**config.mk**
```make
export PLATFORM = sky130hd
export DESIGN_NAME = periodic_interrupt_timer_top
export DESIGN_NICKNAME = d
export VERILOG_FILES = /design/src/hdl/pit_pkg.sv /design/src/hdl/pit_channel.sv /design/src/hdl/periodic_interrupt_timer_top.sv
export SDC_FILE = /design/constraint.sdc
export NUM_CORES = 1
export LEC_CHECK = 0
export BUFFER_PORTS_ARGS = -buffer_cell sky130_fd_sc_hd__buf_2
export CORE_MARGIN = 2
export CORE_UTILIZATION = 40
export CTS_CLUSTER_SIZE = 25
export DETAILED_ROUTE_END_ITERATION = 10
export GPL_TIMING_DRIVEN = 0
export SYNTH_ARGS = -nofsm -noshare
export SYNTH_HDL_FRONTEND = slang
export SYNTH_SLANG_ARGS = --single-unit
```
**constraint.sdc**
```tcl
create_clock -name clk -period 6.9 [get_ports clk]
set_clock_uncertainty 0.2 [all_clocks]
set_input_delay 0.69 -clock clk [delete_from_list [all_inputs] [get_ports clk]]
set_output_delay 0.69 -clock clk [all_outputs]
set_load 0.005 [all_outputs]
```
**src/hdl/pit_pkg.sv**
```systemverilog
// Shared types and constants for the periodic interrupt timer.
`default_nettype none

package pit_pkg;

  localparam int DATA_WIDTH = 32;
  localparam int OUT_BITS   = 4;

  typedef enum logic [1:0] {
    CMD_TICK  = 2'd0,
    CMD_WRITE = 2'd1,
    CMD_READ  = 2'd2
  } cmd_t;

  typedef enum logic [2:0] {
    REG_LOAD   = 3'd0,
    REG_COUNT  = 3'd1,
    REG_CTRL   = 3'd2,
    REG_FLAG   = 3'd3,
    REG_MODULE = 3'd4
  } reg_sel_t;

  typedef struct packed {
    logic tick;
    logic load_wr;
    logic ctrl_wr;
    logic flag_clr;
  } chan_ctrl_t;

  typedef struct packed {
    logic irq;
    logic fired;
  } chan_stat_t;

endpackage

`default_nettype wire

```
**src/hdl/pit_channel.sv**
```systemverilog
// One timer channel: load value, down-counter, enables and expiry flag.
`default_nettype none

module pit_channel import pit_pkg::*; #(
  parameter int COUNT_WIDTH = 32
) (
  input  wire logic                  clk,
  input  wire logic                  rst,
  input  wire chan_ctrl_t            ctrl,
  input  wire logic [DATA_WIDTH-1:0] write_data,
  input  wire logic [2:0]            register_select,
  output      chan_stat_t            stat,
  output      logic [DATA_WIDTH-1:0] read_data
);

  logic [COUNT_WIDTH-1:0] load_value, load_value_next;
  logic [COUNT_WIDTH-1:0] down_count, down_count_next;
  logic                   timer_enable, timer_enable_next;
  logic                   irq_enable, irq_enable_next;
  logic                   expiry_flag, expiry_flag_next;
  logic                   fired;

  always_comb begin
    load_value_next   = load_value;
    down_count_next   = down_count;
    timer_enable_next = timer_enable;
    irq_enable_next   = irq_enable;
    expiry_flag_next  = expiry_flag;
    fired             = 1'b0;
    if (ctrl.tick && timer_enable) begin
      if (down_count == '0) begin
        down_count_next  = load_value;
        expiry_flag_next = 1'b1;
        fired            = 1'b1;
      end else begin
        down_count_next = down_count - COUNT_WIDTH'(1);
      end
    end
    if (ctrl.load_wr) begin
      load_value_next = write_data[COUNT_WIDTH-1:0];
    end
    if (ctrl.ctrl_wr) begin
      if (write_data[0] && !timer_enable) begin
        down_count_next = load_value;
      end
      timer_enable_next = write_data[0];
      irq_enable_next   = write_data[1];
    end
    if (ctrl.flag_clr) begin
      expiry_flag_next = 1'b0;
    end
  end

  always_ff @(posedge clk) begin
    if (rst) begin
      load_value   <= '0;
      down_count   <= '0;
      timer_enable <= 1'b0;
      irq_enable   <= 1'b0;
      expiry_flag  <= 1'b0;
    end else begin
      load_value   <= load_value_next;
      down_count   <= down_count_next;
      timer_enable <= timer_enable_next;
      irq_enable   <= irq_enable_next;
      expiry_flag  <= expiry_flag_next;
    end
  end

  always_comb begin
    stat.irq   = expiry_flag_next && irq_enable_next;
    stat.fired = fired;
  end

  always_comb begin
    case (register_select)
      REG_LOAD:  read_data = DATA_WIDTH'(load_value);
      REG_COUNT: read_data = DATA_WIDTH'(down_count);
      REG_CTRL:  read_data = DATA_WIDTH'({irq_enable, timer_enable});
      REG_FLAG:  read_data = DATA_WIDTH'(expiry_flag);
      default:   read_data = '0;
    endcase
  end

endmodule

`default_nettype wire

```
**src/hdl/periodic_interrupt_timer_top.sv**
```systemverilog
// Top level of the periodic interrupt timer: input register, channels and result register.
//
// The timer takes one item per clock cycle while the output is not stalled. An item is
// held in an input register and acts on the channel state at the edge at which it
// leaves that register; its result is captured in the output register at that same
// edge. While the output is stalled the item waits in the input register. The next
// item sees the state left by the previous one. Each item gives exactly one result;
// the module comes out of reset with the module disable bit set, so ticks change
// nothing until it is cleared through the module control register.
`default_nettype none

module periodic_interrupt_timer_top import pit_pkg::*; #(
  parameter int CHANNELS    = 4,
  parameter int COUNT_WIDTH = 32
) (
  input  wire logic                  clk,
  input  wire logic                  rst,
  input  wire logic                  in_valid,
  output      logic                  in_ready,
  input  wire logic [1:0]            command,
  input  wire logic [1:0]            channel,
  input  wire logic [2:0]            register_select,
  input  wire logic [DATA_WIDTH-1:0] write_data,
  output      logic                  out_valid,
  input  wire logic                  out_ready,
  output      logic [DATA_WIDTH-1:0] read_data,
  output      logic [OUT_BITS-1:0]   irq_lines,
  output      logic [OUT_BITS-1:0]   expired_now
);

  logic                  s1_valid;
  logic [1:0]            s1_command;
  logic [1:0]            s1_channel;
  logic [2:0]            s1_sel;
  logic [DATA_WIDTH-1:0] s1_data;
  logic                  module_disable, module_disable_next;
  logic                  advance;
  logic                  go;

  chan_ctrl_t            ctrl     [CHANNELS];
  chan_stat_t            stat     [CHANNELS];
  logic [DATA_WIDTH-1:0] chan_rd  [CHANNELS];

  logic [DATA_WIDTH-1:0] rd_value;
  logic [OUT_BITS-1:0]   irq_value;
  logic [OUT_BITS-1:0]   fired_value;

  assign advance  = !out_valid || out_ready;
  assign in_ready = !s1_valid || advance;
  assign go       = s1_valid && advance;

  always_ff @(posedge clk) begin
    if (rst) begin
      s1_valid <= 1'b0;
    end else if (in_ready) begin
      s1_valid <= in_valid;
    end
  end

  always_ff @(posedge clk) begin
    if (in_ready && in_valid) begin
      s1_command <= command;
      s1_channel <= channel;
      s1_sel     <= register_select;
      s1_data    <= write_data;
    end
  end

  always_comb begin
    module_disable_next = module_disable;
    if (go && s1_command == CMD_WRITE && s1_sel == REG_MODULE) begin
      module_disable_next = s1_data[1];
    end
  end

  always_ff @(posedge clk) begin
    if (rst) begin
      module_disable <= 1'b1;
    end else begin
      module_disable <= module_disable_next;
    end
  end

  for (genvar c = 0; c < CHANNELS; c++) begin : g_chan
    logic hit;
    logic wr;

    assign hit = ({1'b0, s1_channel} == 3'(c));
    assign wr  = go && s1_command == CMD_WRITE && hit;

    always_comb begin
      ctrl[c].tick     = go && s1_command == CMD_TICK && !module_disable;
      ctrl[c].load_wr  = wr && s1_sel == REG_LOAD;
      ctrl[c].ctrl_wr  = wr && s1_sel == REG_CTRL;
      ctrl[c].flag_clr = wr && s1_sel == REG_FLAG && s1_data[0];
    end

    pit_channel #(
      .COUNT_WIDTH (COUNT_WIDTH)
    ) u_channel (
      .clk             (clk),
      .rst             (rst),
      .ctrl            (ctrl[c]),
      .write_data      (s1_data),
      .register_select (s1_sel),
      .stat            (stat[c]),
      .read_data       (chan_rd[c])
    );
  end

  for (genvar b = 0; b < OUT_BITS; b++) begin : g_bits
    if (b < CHANNELS) begin : g_used
      assign irq_value[b]   = stat[b].irq;
      assign fired_value[b] = stat[b].fired;
    end else begin : g_unused
      assign irq_value[b]   = 1'b0;
      assign fired_value[b] = 1'b0;
    end
  end

  always_comb begin
    rd_value = '0;
    if (s1_command == CMD_READ) begin
      if (s1_sel == REG_MODULE) begin
        rd_value = DATA_WIDTH'({module_disable, 1'b0});
      end else begin
        for (int c = 0; c < CHANNELS; c++) begin
          if ({1'b0, s1_channel} == 3'(c)) begin
            rd_value = chan_rd[c];
          end
        end
      end
    end
  end

  always_ff @(posedge clk) begin
    if (rst) begin
      out_valid <= 1'b0;
    end else if (advance) begin
      out_valid <= s1_valid;
    end
  end

  always_ff @(posedge clk) begin
    if (go) begin
      read_data   <= rd_value;
      irq_lines   <= irq_value;
      expired_now <= fired_value;
    end
  end

endmodule

`default_nettype wire
```
==> run metrics, run 1 <==
status completed; critical path class reg -> reg; WL final 78100 um; Port-buffer cells 83; Tmin final 4.68 ns; initial antenna violation count 5; Avg Vias per Cell 6.32; final worst slack 2.22 ns; TritonCTS Buffers 41; share of cells above drive strength 1 8.61%; most common cell after layout, fill and taps aside nand2_1; initial core utilization 40.4%; Die W 210 um; Reg2Reg Depth 6; pin count of the biggest net entering global routing 36; Synth Area in Compound Gates 19.9%; Syn Inst Count 1991; CP Max Fanout 10; FMAX 0.214 GHz; Syn Area/Cell 8.50 um2; Worst-path clk slew 0.06 ns; Clock Latency Late Sink 0.58 ns; fin crit share 67.8%; post-route ant nets 0; Post-CTS Setup Bufs 0; Post-Synth XOR/XNOR Area 5.18%; top cell type by total area after synthesis dfxtp_1; Util after Layout 46.4%; mux contribution to synthesized area 1.11%; CTS sink count 350; Netlist Area Pre-Place 16900 um2; startpoint types flip-flop; Worst Hold Depth 1; HPWL reported at the end of detailed placement 58200 um; Critical R2R Launch s1_sel[2]; pre-CTS setup slack 2.55 ns; setup TNS 0 ns; post-synthesis sequential area ratio 46.1%; R2R Setup Slk 2.22 ns; Peak VDD IR 0.159 mV; number of synthesized flops with an enable pin 79; P per Cell Area 243 nW/um2; post-synthesis adder-cell area fraction 0.591%; Tot GR Track Use 35.1%; GP Congestion 0.996; crit path DAT 4.66 ns; r2r endpoint read_data[7]; Area Overhead vs Synth 14.9%; hold crit path type in -> reg; CTS Root Buffer Type clkbuf_16; # IOs 85; largest family of logic cells by synthesized area simple AND/OR/NAND/NOR gates; flops & latches, synth 350; Final Setup Violations 0; top cell type's share of synthesized area 32.1%; DR pass1 iterations 6; Simple-Gate Fraction of Synth Area 23.2%; Slew Viols, Final 0; CP required 6.88 ns; Syn Nets 2042; RSZ-0062 raised after global routing false; main area contributors after synthesis dfxtp_1 (32%), edfxtp_1 (14%), nand2_1 (7.4%); clock buffer depth 3; relative slew slack 10.6%; hold-fix buffers at CTS 0; hold_ws 0.0886 ns; Die Span Y 210 um; total power 0.00472 W; vias in the first global route 15800; GRT overflow 0; drt initial violations 2081; hold wc startpoint write_data[29]; Post-synth ARST share 0%; Leak 6.85 nW; vias 17000; placeable core area 41900 um2; Netlist cell types 64; Nets 2170; Die ar. 44000 um2; # DRC 0; # resized after CTS 0; Hold Path Sink s1_data[29]; most frequent cells in the layout nand2_1 (333), dfxtp_1 (271), nor2_1 (219); Clock H-tree levels 2; crit path from s1_sel[2]; first-pass GRT wire length 111000 um; Slew @ Worst Pin 1.34 ns; Max-Cap Viols 0; Syn. warnings 0; DR WL/cell 29.0 um; standard-cell rows 75; Hold Violations, Final 0; CTS tree yes; critical path endpoint category flip-flop; Primary FF master, synth dfxtp_1
-- kinds of logic (layout without fill, tap and decap cells) --
family                     after synthesis  count (layout)
DFF                                    350             350
AOI/OAI and AO/OA                      496             496
xor gates and xnor gates               100             100
and+or+nand+nor                        850             850
buffers and inverters                  172             330
other                                    0               2
muxes                                   15              15
adders and majority gates                8               8
-- state kept, by name, indices dropped and copies added, names as in the netlist, 32 cells and up --
| name | count |
|---|---|
| s1_data | 32 |
| g_chan.u_channel.load_value | 128 |
| read_data | 32 |
| g_chan.u_channel.down_count | 128 |
-- worst max path at each step --
| stage | end | slack [ns] | cells past startpoint |
|---|---|---|---|
| final | read_data[7] | 2.22 | 6 |
| after global routing | read_data[7] | 2.23 | 6 |
| after CTS | read_data[7] | 2.54 | 6 |
| after detailed placement | read_data[7] | 2.55 | 6 |
| after global placement | read_data[7] | 2.49 | 6 |
| after floorplan | g_chan[3].u_channel.down_count[21] | 4.12 | 7 |
-- synthesized netlist by cell type (5+ instances only) --
library cell / count
a211oi_1: 85
a211oi_2: 9
a21oi_1: 170
a221oi_1: 66
a22oi_1: 57
a31oi_1: 11
and2_1: 7
and3_1: 14
and4_1: 6
buf_1: 11
buf_2: 10
clkbuf_1: 132
dfxtp_1: 271
edfxtp_1: 79
ha_1: 8
inv_1: 17
mux2i_1: 12
nand2_1: 333
nand2b_1: 12
nand3_1: 34
nand4_1: 20
nor2_1: 219
nor2b_1: 10
nor3_1: 66
nor4_1: 57
o21ai_0: 20
o221ai_1: 7
o22ai_1: 35
o31ai_1: 5
or2_2: 7
or3_1: 21
or4_1: 25
xnor2_1: 71
xor2_1: 29
-- layer usage --
metal / global-route usage [%] / up-vias / wire, um
met5: 0 / - / 66
met4: 25.3 / 10 / 6380
met3: 8.83 / 260 / 7730
met2: 52.7 / 912 / 33400
met1: 43.9 / 8276 / 30500
li1: - / 7539 / -
-- power by group --
group | internal, W | switching, W
logic | 0.0000549 | 0.000181
registers | 0.00212 | 0.0000503
clock network | 0.00139 | 0.000915
-- critical path, stage by stage, from the launching register on --
cell       delay [ns]
edfxtp_1         0.36
clkbuf_1         0.22
nor3_1           0.80
clkbuf_1         0.73
buf_1            0.59
a221oi_1         0.26
a2111oi_0        1.12
-- metrics by stage --
step | instance area (um2) | instances
CTS | 19400 | 2688
global route | 19400 | 2688
floorplan | 16900 | 1991
detailed placement | 18100 | 2615
global placement | 18000 | 2613
finish | 19400 | 2690
-- layout make-up --
type,count,area (um2)
diodes,2,5.00
plain buffers,155,609
clock buffers,47,1060
clock inverters,26,318
fillers,4139,22400
inverters,17,63.8
multi-input cells,1469,8450
flip-flops and latches,350,7800
well taps,539,674
repair buffers,85,455
(Power assumes the default switching activity.)
==> run 2: changes to the inputs <==
==> constraint.sdc (replaced) <==
create_clock -name clk -period 4.4 [get_ports clk]
set_clock_uncertainty 0.2 [all_clocks]
set_input_delay 0.44 -clock clk [delete_from_list [all_inputs] [get_ports clk]]
set_output_delay 0.44 -clock clk [all_outputs]
set_load 0.005 [all_outputs]
==> run metrics, run 2 (synthesis results as in run 1) <==
Peak VDD IR 0.250 mV; Worst-path clk slew 0.06 ns; most frequent cells in the layout nand2_1 (333), dfxtp_1 (271), nor2_1 (219); pin count of the biggest net entering global routing 36; CP required 4.47 ns; GP Congestion 0.996; hold_ws 0.275 ns; Leak 7.02 nW; Port-buffer cells 83; Tmin final 4.30 ns; Max-Cap Viols 0; vias 17200; RSZ-0062 raised after global routing false; Clock Latency Late Sink 0.58 ns; multi-input logic area 8460 um2; Area Overhead vs Synth 17.3%; Post-CTS Setup Bufs 0; R2R Setup Slk 0.1 ns; GRT overflow 0; Final Setup Violations 0; design area 19900 um2; Hold Violations, Final 0; area of placed instances 18100 um2; CTS tree yes; CTS sink count 350; Die W 210 um; drt initial violations 2201; status completed; pre-CTS setup slack 0.0526 ns; r2r endpoint read_data[8]; startpoint types flip-flop; final worst slack 0.0994 ns; WL final 78300 um; initial core utilization 40.4%; placeable core area 41900 um2; Tot GR Track Use 35.3%; Die Span Y 210 um; Avg Vias per Cell 6.31; Filler cells 4100; DR WL/cell 28.7 um; crit path from s1_sel[0]; first-pass GRT wire length 112000 um; initial antenna violation count 3; TritonCTS Buffers 41; Critical R2R Launch s1_sel[0]; # IOs 85; Nets 2211; Regs by FF count g_chan.u_channel.down_count: 128 flops, g_chan.u_channel.load_value: 128 flops; share of cells above drive strength 1 8.49%; Die ar. 44000 um2; HPWL reported at the end of detailed placement 58200 um; # DRC 0; crit path DAT 4.37 ns; Slew @ Worst Pin 1.37 ns; Reg2Reg Depth 9; vias in the first global route 16000; Clock H-tree levels 2; FMAX 0.233 GHz; fin crit share 97.7%; critical path endpoint category flip-flop; relative slew slack 8.68%; CP Max Fanout 10; standard-cell rows 75; DR pass1 iterations 6; clock buffer depth 3; Slew Viols, Final 0; Storage cell area 7800 um2; hold crit path type reg -> reg; critical path class reg -> reg; Worst setup endpoint read_data[8]; P per Cell Area 374 nW/um2; post-route ant nets 0; CTS Root Buffer Type clkbuf_16; most common cell after layout, fill and taps aside nand2_1
-- run 2: final cells by class --
class | instances | share of cell area [%]
Timing Repair Buffer | 126 | 4.36
Multi-Input combinational cell | 1469 | 42.6
Antenna cell | 2 | 0.0252
Tap cell | 539 | 3.40
Inverter | 17 | 0.321
Clock inverter | 26 | 1.60
Clock buffer | 47 | 5.33
Sequential cell | 350 | 39.3
Buffer | 155 | 3.07
-- run 2: timing repair --
item                                   4_1_cts  5_1_grt
resized for setup                            0        2
setup endpoints to repair                    0        1
hold buffers                                41        0
endpoints found under the hold margin       41        0
-- run 2: per-layer routing --
| metal | vias to the layer above | part of all wire (%) | GRT usage, % | wire [um] |
|---|---|---|---|---|
| li1 | 7615 | - | - | - |
| met1 | 8394 | 39 | 44.7 | 30600 |
| met2 | 971 | 43 | 53.3 | 33900 |
| met3 | 237 | 9.8 | 7.99 | 7660 |
| met4 | 4 | 7.8 | 24.7 | 6140 |
| met5 | - | 0.040 | 0 | 31 |
-- run 2: how the worst min path moves through the flow --
| stage | startpoint | to | depth (start not counted) |
|---|---|---|---|
| 6_report | g_chan[2].u_channel.load_value[20] | g_chan[2].u_channel.load_value[20] | 2 |
| 5_1_grt | g_chan[3].u_channel.load_value[26] | g_chan[3].u_channel.load_value[26] | 2 |
| 4_1_cts | g_chan[0].u_channel.load_value[10] | g_chan[0].u_channel.load_value[10] | 2 |
| 3_5_place_dp | g_chan[1].u_channel.load_value[24] | g_chan[1].u_channel.load_value[24] | 2 |
| 3_3_place_gp | g_chan[1].u_channel.load_value[24] | g_chan[1].u_channel.load_value[24] | 2 |
| 2_1_floorplan | g_chan[3].u_channel.load_value[14] | g_chan[3].u_channel.down_count[14] | 2 |
-- run 2: per-stage QoR --
stage	power, W	utilization, %	setup TNS (ns)	std cells
2_1_floorplan	0.00359	-	0	1991
3_3_place_gp	0.00382	43.0	-0.00524	2613
3_5_place_dp	0.00382	43.1	0	2615
4_1_cts	0.00742	47.4	0	2729
5_1_grt	0.00758	47.4	0	2729
6_report	0.00742	47.4	0	2731
-- run 2: report_power, final --
part	total [W]	internal (W)	switching (W)	leakage, nW
clock	0.00362	0.00218	0.00143	0.678
sequential	0.00341	0.00333	0.0000781	2.93
combinational	0.000399	0.000110	0.000289	3.41
-- run 2: critical path, cell delays in order (launching register included) --
cell,delay [ns]
edfxtp_1,0.32
clkbuf_1,0.28
nor2b_1,0.47
nor2b_1,0.38
clkbuf_1,0.73
clkbuf_1,0.59
a22oi_1,0.15
a21oi_1,0.25
nor2_1,0.06
nor4_1,0.56
